### src/rtl/core/bsch_pkg.sv
// Shared types and codes of the burst scheduler.
`timescale 1ns / 1ps

package bsch_pkg;

  localparam logic [1:0] OP_ADD   = 2'd0;
  localparam logic [1:0] OP_BURST = 2'd1;
  localparam logic [1:0] OP_TICK  = 2'd2;

  localparam logic REG_POLICY     = 1'b0;
  localparam logic REG_TIME_SLICE = 1'b1;

  localparam logic POLICY_RR    = 1'b1;
  localparam logic KIND_RES     = 1'b1;
  localparam logic [7:0] SLICE_RESET = 8'd2;
  localparam logic [7:0] SLICE_SAT   = 8'd255;

  typedef struct packed {
    logic [1:0] operation;
    logic [7:0] process_id;
    logic [3:0] slot;
    logic [9:0] arrival_tick;
    logic       burst_kind;
    logic [7:0] burst_length;
  } in_item_t;

  typedef struct packed {
    logic [7:0] cpu_owner;
    logic [7:0] resource_owner;
    logic [9:0] tick_number;
    logic       all_finished;
    logic       time_overflow;
  } out_item_t;

  typedef struct packed {
    logic nonempty;
    logic full;
  } fifo_stat_t;

  typedef enum logic [3:0] {
    S_IDLE,
    S_SCAN_RD,
    S_SCAN_CMP,
    S_ROUTE_RD,
    S_ROUTE_WR,
    S_RES,
    S_RES_ID,
    S_RES_RUN,
    S_CPU,
    S_CPU_POP,
    S_CPU_ID,
    S_CPU_RUN,
    S_FIN
  } sched_state_t;

endpackage

### src/rtl/core/bsch_ram.sv
// Generic single write port RAM with a registered read port.
`timescale 1ns / 1ps

module bsch_ram #(
  parameter int WIDTH = 8,
  parameter int DEPTH = 16
) (
  input  logic                                   clk,
  input  logic                                   we,
  input  logic [(DEPTH > 1 ? $clog2(DEPTH) : 1)-1:0] waddr,
  input  logic [WIDTH-1:0]                       wdata,
  input  logic [(DEPTH > 1 ? $clog2(DEPTH) : 1)-1:0] raddr,
  output logic [WIDTH-1:0]                       rdata
);

  logic [WIDTH-1:0] mem [DEPTH];

  always_ff @(posedge clk) begin
    if (we) begin
      mem[waddr] <= wdata;
    end
    rdata <= mem[raddr];
  end

endmodule

### src/rtl/core/bsch_fifo.sv
// Circular queue of process slots with head and count pointers.
`timescale 1ns / 1ps

module bsch_fifo import bsch_pkg::*; #(
  parameter int DEPTH = 16,
  parameter int W     = 4
) (
  input  logic         clk,
  input  logic         rst,
  input  logic         push,
  input  logic [W-1:0] push_data,
  input  logic         pop,
  output logic [W-1:0] head_data,
  output fifo_stat_t   stat
);

  localparam int PW = DEPTH > 1 ? $clog2(DEPTH) : 1;
  localparam int CW = $clog2(DEPTH + 1);

  logic [W-1:0]  mem [DEPTH];
  logic [PW-1:0] head;
  logic [CW-1:0] count;
  logic [CW:0]   tail_sum;
  logic [PW-1:0] tail;
  logic          do_push;
  logic          do_pop;

  assign tail_sum = (CW + 1)'(head) + (CW + 1)'(count);
  assign tail = (tail_sum >= (CW + 1)'(DEPTH)) ? PW'(tail_sum - (CW + 1)'(DEPTH))
                                               : PW'(tail_sum);

  assign stat.full     = (count == CW'(DEPTH));
  assign stat.nonempty = (count != '0);
  assign head_data     = mem[head];

  // A push into a full queue is dropped, as is a pop from an empty one.
  assign do_push = push && !stat.full;
  assign do_pop  = pop && stat.nonempty;

  always_ff @(posedge clk) begin
    if (do_push) begin
      mem[tail] <= push_data;
    end
  end

  always_ff @(posedge clk) begin
    if (rst) begin
      head  <= '0;
      count <= '0;
    end else begin
      if (do_pop) begin
        head <= (head == PW'(DEPTH - 1)) ? '0 : head + 1'b1;
      end
      case ({do_push, do_pop})
        2'b10:   count <= count + 1'b1;
        2'b01:   count <= count - 1'b1;
        default: count <= count;
      endcase
    end
  end

endmodule

### src/rtl/core/cpu_and_device_burst_scheduler_core.sv
// Top level of the tick-driven CPU and shared-resource burst scheduler.
// Usage: items enter on in_valid/in_ready as in_data. An add-process item loads the next
// table slot, an append-burst item adds a CPU or resource burst to a loaded slot; neither
// gives a result. An advance-tick item gives exactly one result on out_valid/out_ready as
// out_data: the owners of CPU and resource for that tick, the tick number and the done and
// overflow flags. policy and time_slice are written through cfg_write/cfg_index/cfg_data;
// the user must write them only while the block is idle; the block does not enforce this.
// The arrival scan through the arrival table's single read port and the burst table
// lookups set the length of a tick; a tick on which nothing is scheduled goes straight
// to its result. in_ready is low for the whole tick.
// The result sits in an output register; a stalled receiver holds it there and the block
// keeps taking add and append items, but a following tick waits at its end until the
// register is free. Synchronous reset empties both queues, clears all counts, holders
// and flags, and sets policy to first come first served with a quantum of two.
`timescale 1ns / 1ps

module cpu_and_device_burst_scheduler_core import bsch_pkg::*; #(
  parameter int PROC_SLOTS      = 16,
  parameter int BURSTS_PER_PROC = 8,
  parameter int MAX_TICKS       = 1024
) (
  input  logic      clk,
  input  logic      rst,
  input  logic      in_valid,
  output logic      in_ready,
  input  in_item_t  in_data,
  output logic      out_valid,
  input  logic      out_ready,
  output out_item_t out_data,
  input  logic      cfg_write,
  input  logic      cfg_index,
  input  logic [7:0] cfg_data
);

  localparam int SLOT_W   = PROC_SLOTS > 1 ? $clog2(PROC_SLOTS) : 1;
  localparam int CNT_W    = $clog2(PROC_SLOTS + 1);
  localparam int BC_W     = $clog2(BURSTS_PER_PROC + 1);
  localparam int BT_DEPTH = PROC_SLOTS * BURSTS_PER_PROC;
  localparam int BT_AW    = BT_DEPTH > 1 ? $clog2(BT_DEPTH) : 1;
  localparam int TICK_W   = $clog2(MAX_TICKS + 1);
  localparam int SCMP_W   = CNT_W > 4 ? CNT_W : 4;
  localparam int ACMP_W   = TICK_W > 10 ? TICK_W : 10;

  sched_state_t state, state_next, ret_state;

  logic [BC_W-1:0]   burst_counts [PROC_SLOTS];
  logic [BC_W-1:0]   burst_cursor [PROC_SLOTS];
  logic [7:0]        ticks_left   [PROC_SLOTS];

  logic [SLOT_W-1:0] cpu_holder, resource_holder, route_slot, sel;
  logic              cpu_valid, resource_valid;
  logic [7:0]        slice_used;
  logic [TICK_W-1:0] current_tick;
  logic [CNT_W-1:0]  loaded_count, finished_count, scan_idx;
  logic              overflow_flag, active, policy;
  logic [7:0]        time_slice;
  logic [7:0]        cpu_id, res_id;
  logic [9:0]        tick_out;

  logic              accept, table_full, burst_ok, pre_ovf, fin_go, ovf_set, unfinished;
  logic [BC_W-1:0]   cnt_sel, cur_sel;
  logic [7:0]        tl_sel, tl_dec, route_len;
  logic              ended, more, arrival_match, slice_out;
  logic [TICK_W-1:0] tick_inc;

  logic [7:0]        proc_rdata;
  logic [9:0]        arr_rdata;
  logic [8:0]        bt_rdata, bt_wdata;
  logic [SLOT_W-1:0] proc_raddr;
  logic [BT_AW-1:0]  bt_waddr, bt_raddr;
  logic              tbl_we, bt_we;

  logic              rq_push, rq_pop, sq_push, sq_pop;
  logic [SLOT_W-1:0] rq_push_data, rq_head, sq_head;
  fifo_stat_t        rq_stat, sq_stat;

  // Shared slot index for the per-process registers: one slot is touched per cycle.
  always_comb begin
    unique case (state)
      S_IDLE:                 sel = (in_data.operation == OP_ADD) ? SLOT_W'(loaded_count)
                                                                  : SLOT_W'(in_data.slot);
      S_SCAN_CMP:             sel = SLOT_W'(scan_idx);
      S_RES_RUN:              sel = resource_holder;
      S_CPU_RUN:              sel = cpu_holder;
      default:                sel = route_slot;
    endcase
  end

  assign cnt_sel = burst_counts[sel];
  assign cur_sel = burst_cursor[sel];
  assign tl_sel  = ticks_left[sel];
  assign tl_dec  = (tl_sel == '0) ? '0 : tl_sel - 1'b1;
  assign ended   = (tl_dec == '0);
  assign more    = ((BC_W + 1)'(cur_sel) + 1'b1) < (BC_W + 1)'(cnt_sel);

  assign accept     = in_valid && in_ready;
  assign table_full = (loaded_count == CNT_W'(PROC_SLOTS));
  assign burst_ok   = (SCMP_W'(in_data.slot) < SCMP_W'(loaded_count)) &&
                      (cnt_sel < BC_W'(BURSTS_PER_PROC));
  assign unfinished = (finished_count < loaded_count);
  assign pre_ovf    = overflow_flag || (unfinished && current_tick >= TICK_W'(MAX_TICKS));
  assign arrival_match = (ACMP_W'(arr_rdata) == ACMP_W'(current_tick));
  assign slice_out  = (slice_used >= time_slice);
  assign route_len  = (bt_rdata[7:0] == '0) ? 8'd1 : bt_rdata[7:0];
  assign fin_go     = !out_valid || out_ready;
  assign tick_inc   = current_tick + 1'b1;
  assign ovf_set    = active && unfinished && (tick_inc >= TICK_W'(MAX_TICKS));

  // Next state.
  always_comb begin
    state_next = state;
    unique case (state)
      S_IDLE: begin
        if (accept && in_data.operation == OP_TICK) begin
          state_next = (!pre_ovf && unfinished) ? S_SCAN_RD : S_FIN;
        end
      end
      S_SCAN_RD:  state_next = (scan_idx == loaded_count) ? S_RES : S_SCAN_CMP;
      S_SCAN_CMP: state_next = (arrival_match && cnt_sel != '0) ? S_ROUTE_RD : S_SCAN_RD;
      S_ROUTE_RD: state_next = S_ROUTE_WR;
      S_ROUTE_WR: state_next = ret_state;
      S_RES:      state_next = S_RES_ID;
      S_RES_ID:   state_next = S_RES_RUN;
      S_RES_RUN:  state_next = (resource_valid && ended && more) ? S_ROUTE_RD : S_CPU;
      S_CPU:      state_next = S_CPU_POP;
      S_CPU_POP:  state_next = S_CPU_ID;
      S_CPU_ID:   state_next = S_CPU_RUN;
      S_CPU_RUN:  state_next = (cpu_valid && ended && more) ? S_ROUTE_RD : S_FIN;
      S_FIN:      state_next = fin_go ? S_IDLE : S_FIN;
      default:    state_next = S_IDLE;
    endcase
  end

  // Control outputs of the sequencer.
  always_comb begin
    in_ready     = 1'b0;
    tbl_we       = 1'b0;
    bt_we        = 1'b0;
    rq_push      = 1'b0;
    rq_pop       = 1'b0;
    sq_push      = 1'b0;
    sq_pop       = 1'b0;
    rq_push_data = route_slot;
    unique case (state)
      S_IDLE: begin
        in_ready = 1'b1;
        tbl_we   = accept && in_data.operation == OP_ADD && !table_full;
        bt_we    = accept && in_data.operation == OP_BURST && burst_ok;
      end
      S_ROUTE_WR: begin
        rq_push = (bt_rdata[8] != KIND_RES);
        sq_push = (bt_rdata[8] == KIND_RES);
      end
      S_RES: sq_pop = !resource_valid;
      S_CPU: begin
        // A preempted holder goes to the tail before the next pick.
        rq_push      = (policy == POLICY_RR) && cpu_valid && slice_out;
        rq_push_data = cpu_holder;
      end
      S_CPU_POP: rq_pop = (policy == POLICY_RR) ? (!cpu_valid || slice_out) : !cpu_valid;
      default: begin
      end
    endcase
  end

  assign proc_raddr = (state == S_RES_ID) ? resource_holder : cpu_holder;
  assign bt_wdata   = {in_data.burst_kind,
                       (in_data.burst_length == '0) ? 8'd1 : in_data.burst_length};
  assign bt_waddr   = BT_AW'(int'(sel) * BURSTS_PER_PROC) + BT_AW'(cnt_sel);
  assign bt_raddr   = BT_AW'(int'(sel) * BURSTS_PER_PROC) + BT_AW'(cur_sel);

  bsch_ram #(.WIDTH(8), .DEPTH(PROC_SLOTS)) u_proc_ids (
    .clk   (clk),
    .we    (tbl_we),
    .waddr (SLOT_W'(loaded_count)),
    .wdata (in_data.process_id),
    .raddr (proc_raddr),
    .rdata (proc_rdata)
  );

  bsch_ram #(.WIDTH(10), .DEPTH(PROC_SLOTS)) u_arrivals (
    .clk   (clk),
    .we    (tbl_we),
    .waddr (SLOT_W'(loaded_count)),
    .wdata (in_data.arrival_tick),
    .raddr (SLOT_W'(scan_idx)),
    .rdata (arr_rdata)
  );

  bsch_ram #(.WIDTH(9), .DEPTH(BT_DEPTH)) u_bursts (
    .clk   (clk),
    .we    (bt_we),
    .waddr (bt_waddr),
    .wdata (bt_wdata),
    .raddr (bt_raddr),
    .rdata (bt_rdata)
  );

  bsch_fifo #(.DEPTH(PROC_SLOTS), .W(SLOT_W)) u_ready_q (
    .clk       (clk),
    .rst       (rst),
    .push      (rq_push),
    .push_data (rq_push_data),
    .pop       (rq_pop),
    .head_data (rq_head),
    .stat      (rq_stat)
  );

  bsch_fifo #(.DEPTH(PROC_SLOTS), .W(SLOT_W)) u_res_q (
    .clk       (clk),
    .rst       (rst),
    .push      (sq_push),
    .push_data (route_slot),
    .pop       (sq_pop),
    .head_data (sq_head),
    .stat      (sq_stat)
  );

  always_ff @(posedge clk) begin
    if (rst) begin
      state          <= S_IDLE;
      ret_state      <= S_IDLE;
      cpu_valid      <= 1'b0;
      resource_valid <= 1'b0;
      slice_used     <= '0;
      current_tick   <= '0;
      loaded_count   <= '0;
      finished_count <= '0;
      overflow_flag  <= 1'b0;
      active         <= 1'b0;
      policy         <= 1'b0;
      time_slice     <= SLICE_RESET;
      out_valid      <= 1'b0;
      for (int i = 0; i < PROC_SLOTS; i++) begin
        burst_counts[i] <= '0;
        burst_cursor[i] <= '0;
        ticks_left[i]   <= '0;
      end
    end else begin
      state <= state_next;

      if (cfg_write) begin
        unique case (cfg_index)
          REG_POLICY:     policy     <= cfg_data[0];
          REG_TIME_SLICE: time_slice <= cfg_data;
          default:        policy     <= policy;
        endcase
      end

      if (state == S_FIN && fin_go) begin
        out_valid <= 1'b1;
      end else if (out_valid && out_ready) begin
        out_valid <= 1'b0;
      end

      unique case (state)
        S_IDLE: begin
          if (accept) begin
            unique case (in_data.operation)
              OP_ADD: begin
                if (!table_full) begin
                  burst_counts[sel] <= '0;
                  burst_cursor[sel] <= '0;
                  ticks_left[sel]   <= '0;
                  loaded_count      <= loaded_count + 1'b1;
                end
              end
              OP_BURST: begin
                if (burst_ok) begin
                  burst_counts[sel] <= cnt_sel + 1'b1;
                end
              end
              OP_TICK: begin
                overflow_flag <= pre_ovf;
                active        <= !pre_ovf && unfinished;
                tick_out      <= 10'(current_tick);
                cpu_id        <= '0;
                res_id        <= '0;
                scan_idx      <= '0;
              end
              default: begin
              end
            endcase
          end
        end
        S_SCAN_CMP: begin
          scan_idx <= scan_idx + 1'b1;
          if (arrival_match) begin
            burst_cursor[sel] <= '0;
            if (cnt_sel == '0) begin
              finished_count <= finished_count + 1'b1;
            end else begin
              route_slot <= sel;
              ret_state  <= S_SCAN_RD;
            end
          end
        end
        S_ROUTE_WR: ticks_left[sel] <= route_len;
        S_RES: begin
          if (!resource_valid && sq_stat.nonempty) begin
            resource_holder <= sq_head;
            resource_valid  <= 1'b1;
          end
        end
        S_RES_RUN: begin
          if (resource_valid) begin
            res_id          <= proc_rdata;
            ticks_left[sel] <= tl_dec;
            if (ended) begin
              resource_valid <= 1'b0;
              if (more) begin
                burst_cursor[sel] <= cur_sel + 1'b1;
                route_slot        <= sel;
                ret_state         <= S_CPU;
              end else begin
                finished_count <= finished_count + 1'b1;
              end
            end
          end
        end
        S_CPU_POP: begin
          if (policy == POLICY_RR) begin
            if (!cpu_valid || slice_out) begin
              cpu_valid  <= rq_stat.nonempty;
              slice_used <= '0;
              if (rq_stat.nonempty) begin
                cpu_holder <= rq_head;
              end
            end
          end else if (!cpu_valid && rq_stat.nonempty) begin
            cpu_holder <= rq_head;
            cpu_valid  <= 1'b1;
            slice_used <= '0;
          end
        end
        S_CPU_RUN: begin
          if (cpu_valid) begin
            cpu_id          <= proc_rdata;
            // The slice count restarts when the burst ends.
            slice_used      <= ended ? '0 :
                               (slice_used == SLICE_SAT) ? slice_used : slice_used + 1'b1;
            ticks_left[sel] <= tl_dec;
            if (ended) begin
              cpu_valid <= 1'b0;
              if (more) begin
                burst_cursor[sel] <= cur_sel + 1'b1;
                route_slot        <= sel;
                ret_state         <= S_FIN;
              end else begin
                finished_count <= finished_count + 1'b1;
              end
            end
          end
        end
        S_FIN: begin
          if (fin_go) begin
            if (active) begin
              current_tick <= tick_inc;
            end
            if (ovf_set) begin
              overflow_flag <= 1'b1;
            end
            out_data.cpu_owner      <= cpu_id;
            out_data.resource_owner <= res_id;
            out_data.tick_number    <= tick_out;
            out_data.all_finished   <= !unfinished;
            out_data.time_overflow  <= overflow_flag || ovf_set;
          end
        end
        default: begin
        end
      endcase
    end
  end

endmodule

### config.mk
export PLATFORM = sky130hd
export DESIGN_NAME = cpu_and_device_burst_scheduler_core
export DESIGN_NICKNAME = d
export VERILOG_FILES = /design/src/rtl/core/bsch_pkg.sv /design/src/rtl/core/bsch_ram.sv /design/src/rtl/core/bsch_fifo.sv /design/src/rtl/core/cpu_and_device_burst_scheduler_core.sv
export SDC_FILE = /design/constraint.sdc
export NUM_CORES = 2
export LEC_CHECK = 0
export BUFFER_PORTS_ARGS = -buffer_cell sky130_fd_sc_hd__buf_2
export CAP_MARGIN = 20
export CORE_UTILIZATION = 54
export CTS_CLUSTER_DIAMETER = 30
export DETAILED_ROUTE_END_ITERATION = 7
export PLACE_DENSITY = 0.7
export SLEW_MARGIN = 0
export SYNTH_ARGS = -nofsm -noshare
export SYNTH_HDL_FRONTEND = slang
export SYNTH_SLANG_ARGS = --single-unit
### constraint.sdc
create_clock -name clk -period 8.7 [get_ports clk]
set_input_delay 0.87 -clock clk [delete_from_list [all_inputs] [get_ports clk]]
set_output_delay 0.87 -clock clk [all_outputs]
set_load 0.01 [all_outputs]
After elaboration in Yosys (flattened, before gate mapping):

Memory sizes are Yosys's and may differ from the RTL's. A register that Yosys moved wholly into a read port is not among the register bits.
Index checks and enable logic that the tools add are counted.

* flip-flop bits (word level): 136
* bits in latches: 0
* bits in writable memories: 1824
* bits in read-only memories: 0
* output and inout port bits: 30
* logic and storage cells: 357
* memories kept: 8

Memories
* u_bursts.mem: words 128, bits a word 9, read ports 1, clocked after Yosys merged registers in 1, write ports 1, line bsch_ram.sv:16 `logic [WIDTH-1:0] mem [DEPTH];`
* u_arrivals.mem: words 16, bits a word 10, read ports 1, clocked after Yosys merged registers in 1, write ports 1, line bsch_ram.sv:16
* ticks_left: words 16, bits a word 8, read ports 1, clocked after Yosys merged registers in 0, write ports 16, line cpu_and_device_burst_scheduler_core.sv:48 `logic [7:0] ticks_left [PROC_SLOTS];`
* u_proc_ids.mem: words 16, bits a word 8, read ports 1, clocked after Yosys merged registers in 1, write ports 1, line bsch_ram.sv:16
* burst_counts: words 16, bits a word 4, read ports 1, clocked after Yosys merged registers in 0, write ports 16, line cpu_and_device_burst_scheduler_core.sv:46 `logic [BC_W-1:0] burst_counts [PROC_SLOTS];`
* burst_cursor: words 16, bits a word 4, read ports 1, clocked after Yosys merged registers in 0, write ports 16, line cpu_and_device_burst_scheduler_core.sv:47 `logic [BC_W-1:0] burst_cursor [PROC_SLOTS];`
* +2 memories

* add/sub/neg operators: 21
* $mul: 0
* div/mod/pow operators: 0
* order comparisons: 9
* equality and inequality tests: 46
* shift-type cells: 0
* muxes and demuxes: 153
* bitwise gates (word level): 11
* reductions and logical operators: 81

Operators by type and width (number)
* 2-to-1 mux 4 bit: 41
* 2-to-1 mux 8 bit: 17
* 2-to-1 mux 1 bit: 70
* one-hot mux 4 bit (13 select lines): 1
* one-hot mux 8 bit (2 select lines): 3
* 2-to-1 mux 5 bit: 8
* zero test 8 bit: 4
* inequality test 2 bit, second input constant: 15
* one-hot mux 5 bit (2 select lines): 3
* AND reduction 5 bit: 6
* == test 4 bit, second input constant: 7
* logical AND 1 bit: 26
* adder 5 x 1 -> 5 bit, second input constant: 5
* one-hot mux 4 bit (3 select lines): 2
* >= comparator 11 bit, second input constant: 2
* nonzero test 2 bit: 10
* adder 4 x 1 -> 4 bit, second input constant: 4
* == test 4 x 3 -> 1 bit, second input constant: 4
* one-hot mux 4 bit (4 select lines): 1
* == test 5 bit, second input constant: 3
* one-hot mux 5 bit (3 select lines): 1
* AND reduction 3 bit: 5
* adder 7 x 4 -> 7 bit: 2
* adder 4 x 5 -> 6 bit: 2
* other kinds (39): 79

Longest topological paths before layout:

An unclocked memory read counts as a cell.

* word-level depth: 16
* depth in mapped cells: 28

Modules after synthesis:

A second synthesis with hierarchy kept.

* cells, all modules: 4506
* area, all modules: 81240.4 sq um

Modules (own cells, without submodules)
* bsch_ram at u_bursts: times used 1, cells each 1816, area an instance 44510.2 sq um
* cpu_and_device_burst_scheduler_core: times used 1, cells each 1780, area an instance 18640.4 sq um
* bsch_ram at u_arrivals: times used 1, cells each 279, area an instance 6353.6 sq um
* bsch_ram at u_proc_ids: times used 1, cells each 229, area an instance 5147.4 sq um
* bsch_fifo at u_ready_q: times used 1, cells each 201, area an instance 3296.9 sq um
* bsch_fifo at u_res_q: times used 1, cells each 201, area an instance 3291.9 sq um

Worst setup path before layout:

OpenSTA, ideal clock, no wires.

* path type: input-to-reg
* from: input port in_data[32] (netlist bit)
* to: memory burst_cursor[1][0] (netlist bit) (enable)
* arrival: 5.566 ns
* required time: 8.361 ns
* path slack: 2.795 ns
* cell stages on the path: 25
* path through: nor2_1 mux2i_1 o221ai_2 clkbuf_1 a211oi_1 clkbuf_1 o21ai_0 a41oi_1 a311oi_4 inv_2 buf_2 buf_2 buf_2 ha_1 inv_1 xnor2_1 ha_1 a21o_1 a21oi_1 o311a_1 and3_1 buf_6 a21oi_4 buf_6 a21oi_1

RTL lines
* from (decl): line cpu_and_device_burst_scheduler_core.sv:26 `input in_item_t in_data,`
* to (decl): line cpu_and_device_burst_scheduler_core.sv:47

==> summary.md <==
| Metric | Value |
|---|---|
| Delay of the slowest critical-path stage | `0.82 ns` |
| Area of the core | `152,000 µm²` |
| I/O Buffers | `76` |
| Syn. warnings | `0` |
| Vias in the first global route | `52,200` |
| Top-area cell type share of the netlist area | `69.0%` |
| Die height | `393 µm` |
| Starting Density | `54.4%` |
| Total GRT Usage | `28.5%` |
| Simple-gate share of the synthesized area | `a little under an eighth` |
| Seq cells post-synth | `1,994` |
| Hold_buf cts | `0` |
| Worst Hold Launch | `cfg_data[1]` |
| Critical Path AT | `8.47 ns` |
| Synth top area cells | `edfxtp_1, nand2_1, mux4_2` |
| Worst Path Max Fanout | `about 110` |
| Max-Cap Viols | `0` |
| Multiplexer share of the synthesized area | `between 4 and 5%` |
| Worst r2r path cells | `19` |
| Syn_area_per_cell | `around 14 µm²` |
| NumNets Final | `6,176` |
| Req. time, crit path | `9.22 ns` |
| Fin Hold WS | `approximately 0.21 ns` |
| Post-synth ARST share | `0%` |
| CTS clk-pin slew, worst paths | `0.05 ns` |
| Die X | `between 300 and 400 µm` |
| Worst reg2reg endpoint | `burst_cursor[10][2]` |
| WL/cell | `26.4 µm` |
| DRT iter0 DRCs | `7,291` |
| Clock buffer depth | `4` |
| Vias | `53,800` |
| Post-synth top area cell | `edfxtp_1` |
| Run status | `finished, final reports clean` |
| Fraction of layout cells with a size suffix above 1 | `15.8%` |
| Hold Path End | `time_slice[1]` |
| H-tree levels | `5` |
| Worst Setup Path Type | `flip-flop to flip-flop` |
| Max_slew headroom | `a little under a fifth` |
| Main flop type after synthesis | `edfxtp_1` |
| PostCTS Resize Cnt | `0` |
| Post-Syn Nets | `6,015` |
| FF-to-FF Start | `state[2]` |
| CP Buf/Inv Count | `3` |
| CTS sink cnt | `between 1,500 and 2,000` |
| Full die area | `approximately 150,000 µm²` |
| Largest net degree at the start of global routing | `around 220` |
| Global-route wire length before repair | `329 mm` |
| Main combinational cell family by area after synthesis | `simple AND/OR/NAND/NOR gates` |
| Flop2flop setup slack | `0.76 ns` |
| RSZ-0062 raised after global routing | `false` |
| Hold/Removal Path Class | `input pin to flip-flop` |
| Setup TNS | `0 ns` |
| Clock root buffer | `clkbuf_16` |
| Yosys cell types | `96` |
| Worst path top cell family by delay | `simple AND/OR/NAND/NOR gates` |
| Nature of the critical path endpoint | `flip-flop` |
| Mapped Cells | `between 5,000 and 6,000` |
| Antenna diode count | `0` |
| Worst slew pin tran | `1.22 ns` |
| First drt pass iteration count | `8` |
| Final setup vio count | `0` |
| Final count of hold timing violations | `0` |
| CP max-delay cell | `dfxtp_1` |
| Post-DP HPWL | `126 mm` |
| Gp weighted congestion | `0.905` |
| Post-synth EDFFs | `1,895` |
| Seq/Total Area, Yosys | `71.4%` |
| Overflow after GRT | `0` |
| Hold Crit Depth | `3` |
| Post-route ant nets | `0` |
| Clock Skew | `0.0882 ns` |
| Commonest non-fill, non-tap cells in the layout | `edfxtp_1, nand2_1, nor2_1` |
| Drt drc | `0` |
| Synthesized cell area | `a little over 80,000 µm²` |
| Post-CTS Setup Repair Bufs | `0` |
| Post-Synth Adder-Cell Area | `0.870%` |
| Slew Viols, Final | `0` |
| Worst skew pair latency | `0.95 ns` |
| CP Cell Sequence | `or3_1, nand4b_1, o31ai_4, buf_12, a31oi_1, a221oi_1, or3_4, nand2_8, inv_8, ha_1, inv_1, xnor2_1, ha_1, a21o_1, a21oi_1, o311a_1, and3_1, a21oi_4, a21oi_1` |
| CP startpoint kind | `flip-flop` |
| Antenna violations before repair | `5` |
| Commonest non-fill, non-tap cell in the layout | `edfxtp_1` |
| Num CTS Buffers | `377` |
| Min cycle time layout | `7.94 ns` |
| Area grow syn2layout | `18.0%` |
| Rows | `143` |
| Compound-gate portion of the synthesized area | `under 10%` |
| Ports | `77` |
| Max Fclk | `between 100 and 150 MHz` |
| XOR/XNOR Fraction of Synth Area | `0.616%` |
| Vias per Instance | `6.40` |
| Drt total wl | `222 mm` |
| CTS tree | `done` |
| Fin crit share | `around 91%` |
[registers in the layout, indices dropped and copies added, names as in the netlist, 64 cells and up, named ones only]
signal / count
burst_cursor: 64
u_ready_q.mem: 64
u_arrivals.mem: 160
u_proc_ids.mem: 128
u_res_q.mem: 64
ticks_left: 128
u_bursts.mem: 1152
burst_counts: 64
[per-stage QoR]
step	instances	instance area (µm²)	utilization [%]	setup slack [ns]
final	8400	97400	64.2	0.757
after global routing	8400	97400	64.2	0.316
after CTS	8394	97300	64.1	0.822
after detailed placement	7719	84800	55.9	0.847
after global placement	7718	84800	55.9	0.943
after floorplan	5913	82500	-	2.80
[metal layers]
metal / track usage, % / routed length (µm) / up-vias
met3: 6.39 / 24000 / 503
met2: 44.4 / 104000 / 3299
met4: 10.7 / 7580 / 2
met5: 0 / 11 / -
li1: - / - / 23100
met1: 39.5 / 85800 / 26900
[worst max path at each step]
stage,startpoint,endpoint,slack (ns),cells after the start
floorplan,in_data[32],burst_cursor[1][0],2.80,25
global placement,state[2],burst_cursor[12][2],0.94,19
detailed placement,state[1],burst_cursor[7][1],0.85,19
CTS,state[0],burst_cursor[4][1],0.82,19
global route,state[2],burst_cursor[0][0],0.32,19
finish,state[2],burst_cursor[10][2],0.76,19
[cell families after synthesis]
logic type / Yosys count
mux: 228
xor+xnor: 58
fa+ha+maj: 55
buf+inv: 450
flops: 1994
compound gates: 1047
simple gates: 2081
[worst register-to-register path, delay by kind of cell, from the launching register on]
family / cells / cell delay, ns
buffers and inverters: 3 / 1.05
DFF: 1 / 0.82
and+or+nand+nor: 5 / 2.59
adders and majority gates: 2 / 0.58
xor gates and xnor gates: 1 / 0.31
AOI/OAI and AO/OA: 8 / 2.24
[cells in the mapped netlist (7+ instances only)]
master	n
a31o_2	7
nand2b_1	15
nor2_1	547
buf_1	65
nor2b_1	14
xor2_1	31
mux2i_1	88
a221oi_1	25
xnor2_1	27
clkbuf_1	219
dfxtp_1	99
mux4_2	131
a21oi_1	219
o21a_1	7
ha_1	51
a311o_1	8
nor3_1	61
or3_1	36
o221ai_1	12
a21o_1	18
a21boi_0	17
and3_1	262
a32oi_1	19
a31oi_1	182
nand2_1	922
mux2_2	9
a311oi_1	85
buf_4	9
buf_6	11
inv_1	42
nand3_1	103
a211oi_1	255
nor4_1	31
nand4_1	12
o21ai_0	74
o22ai_1	25
a222oi_1	8
a22oi_1	18
edfxtp_1	1895
buf_2	97
and2_1	31
[final cells by class]
cell class,count,area (µm²)
sequential,1994,58900
multi-input combinational,3469,21900
fill,10500,54300
clock inverter,242,2720
timing repair buffer,183,1360
clock buffer,433,9780
inverter,49,196
tap,2030,2540
Power is left out: the tool's default activity adds up to more than one toggle a clock period on the data nets, which glitch-free logic cannot reach.
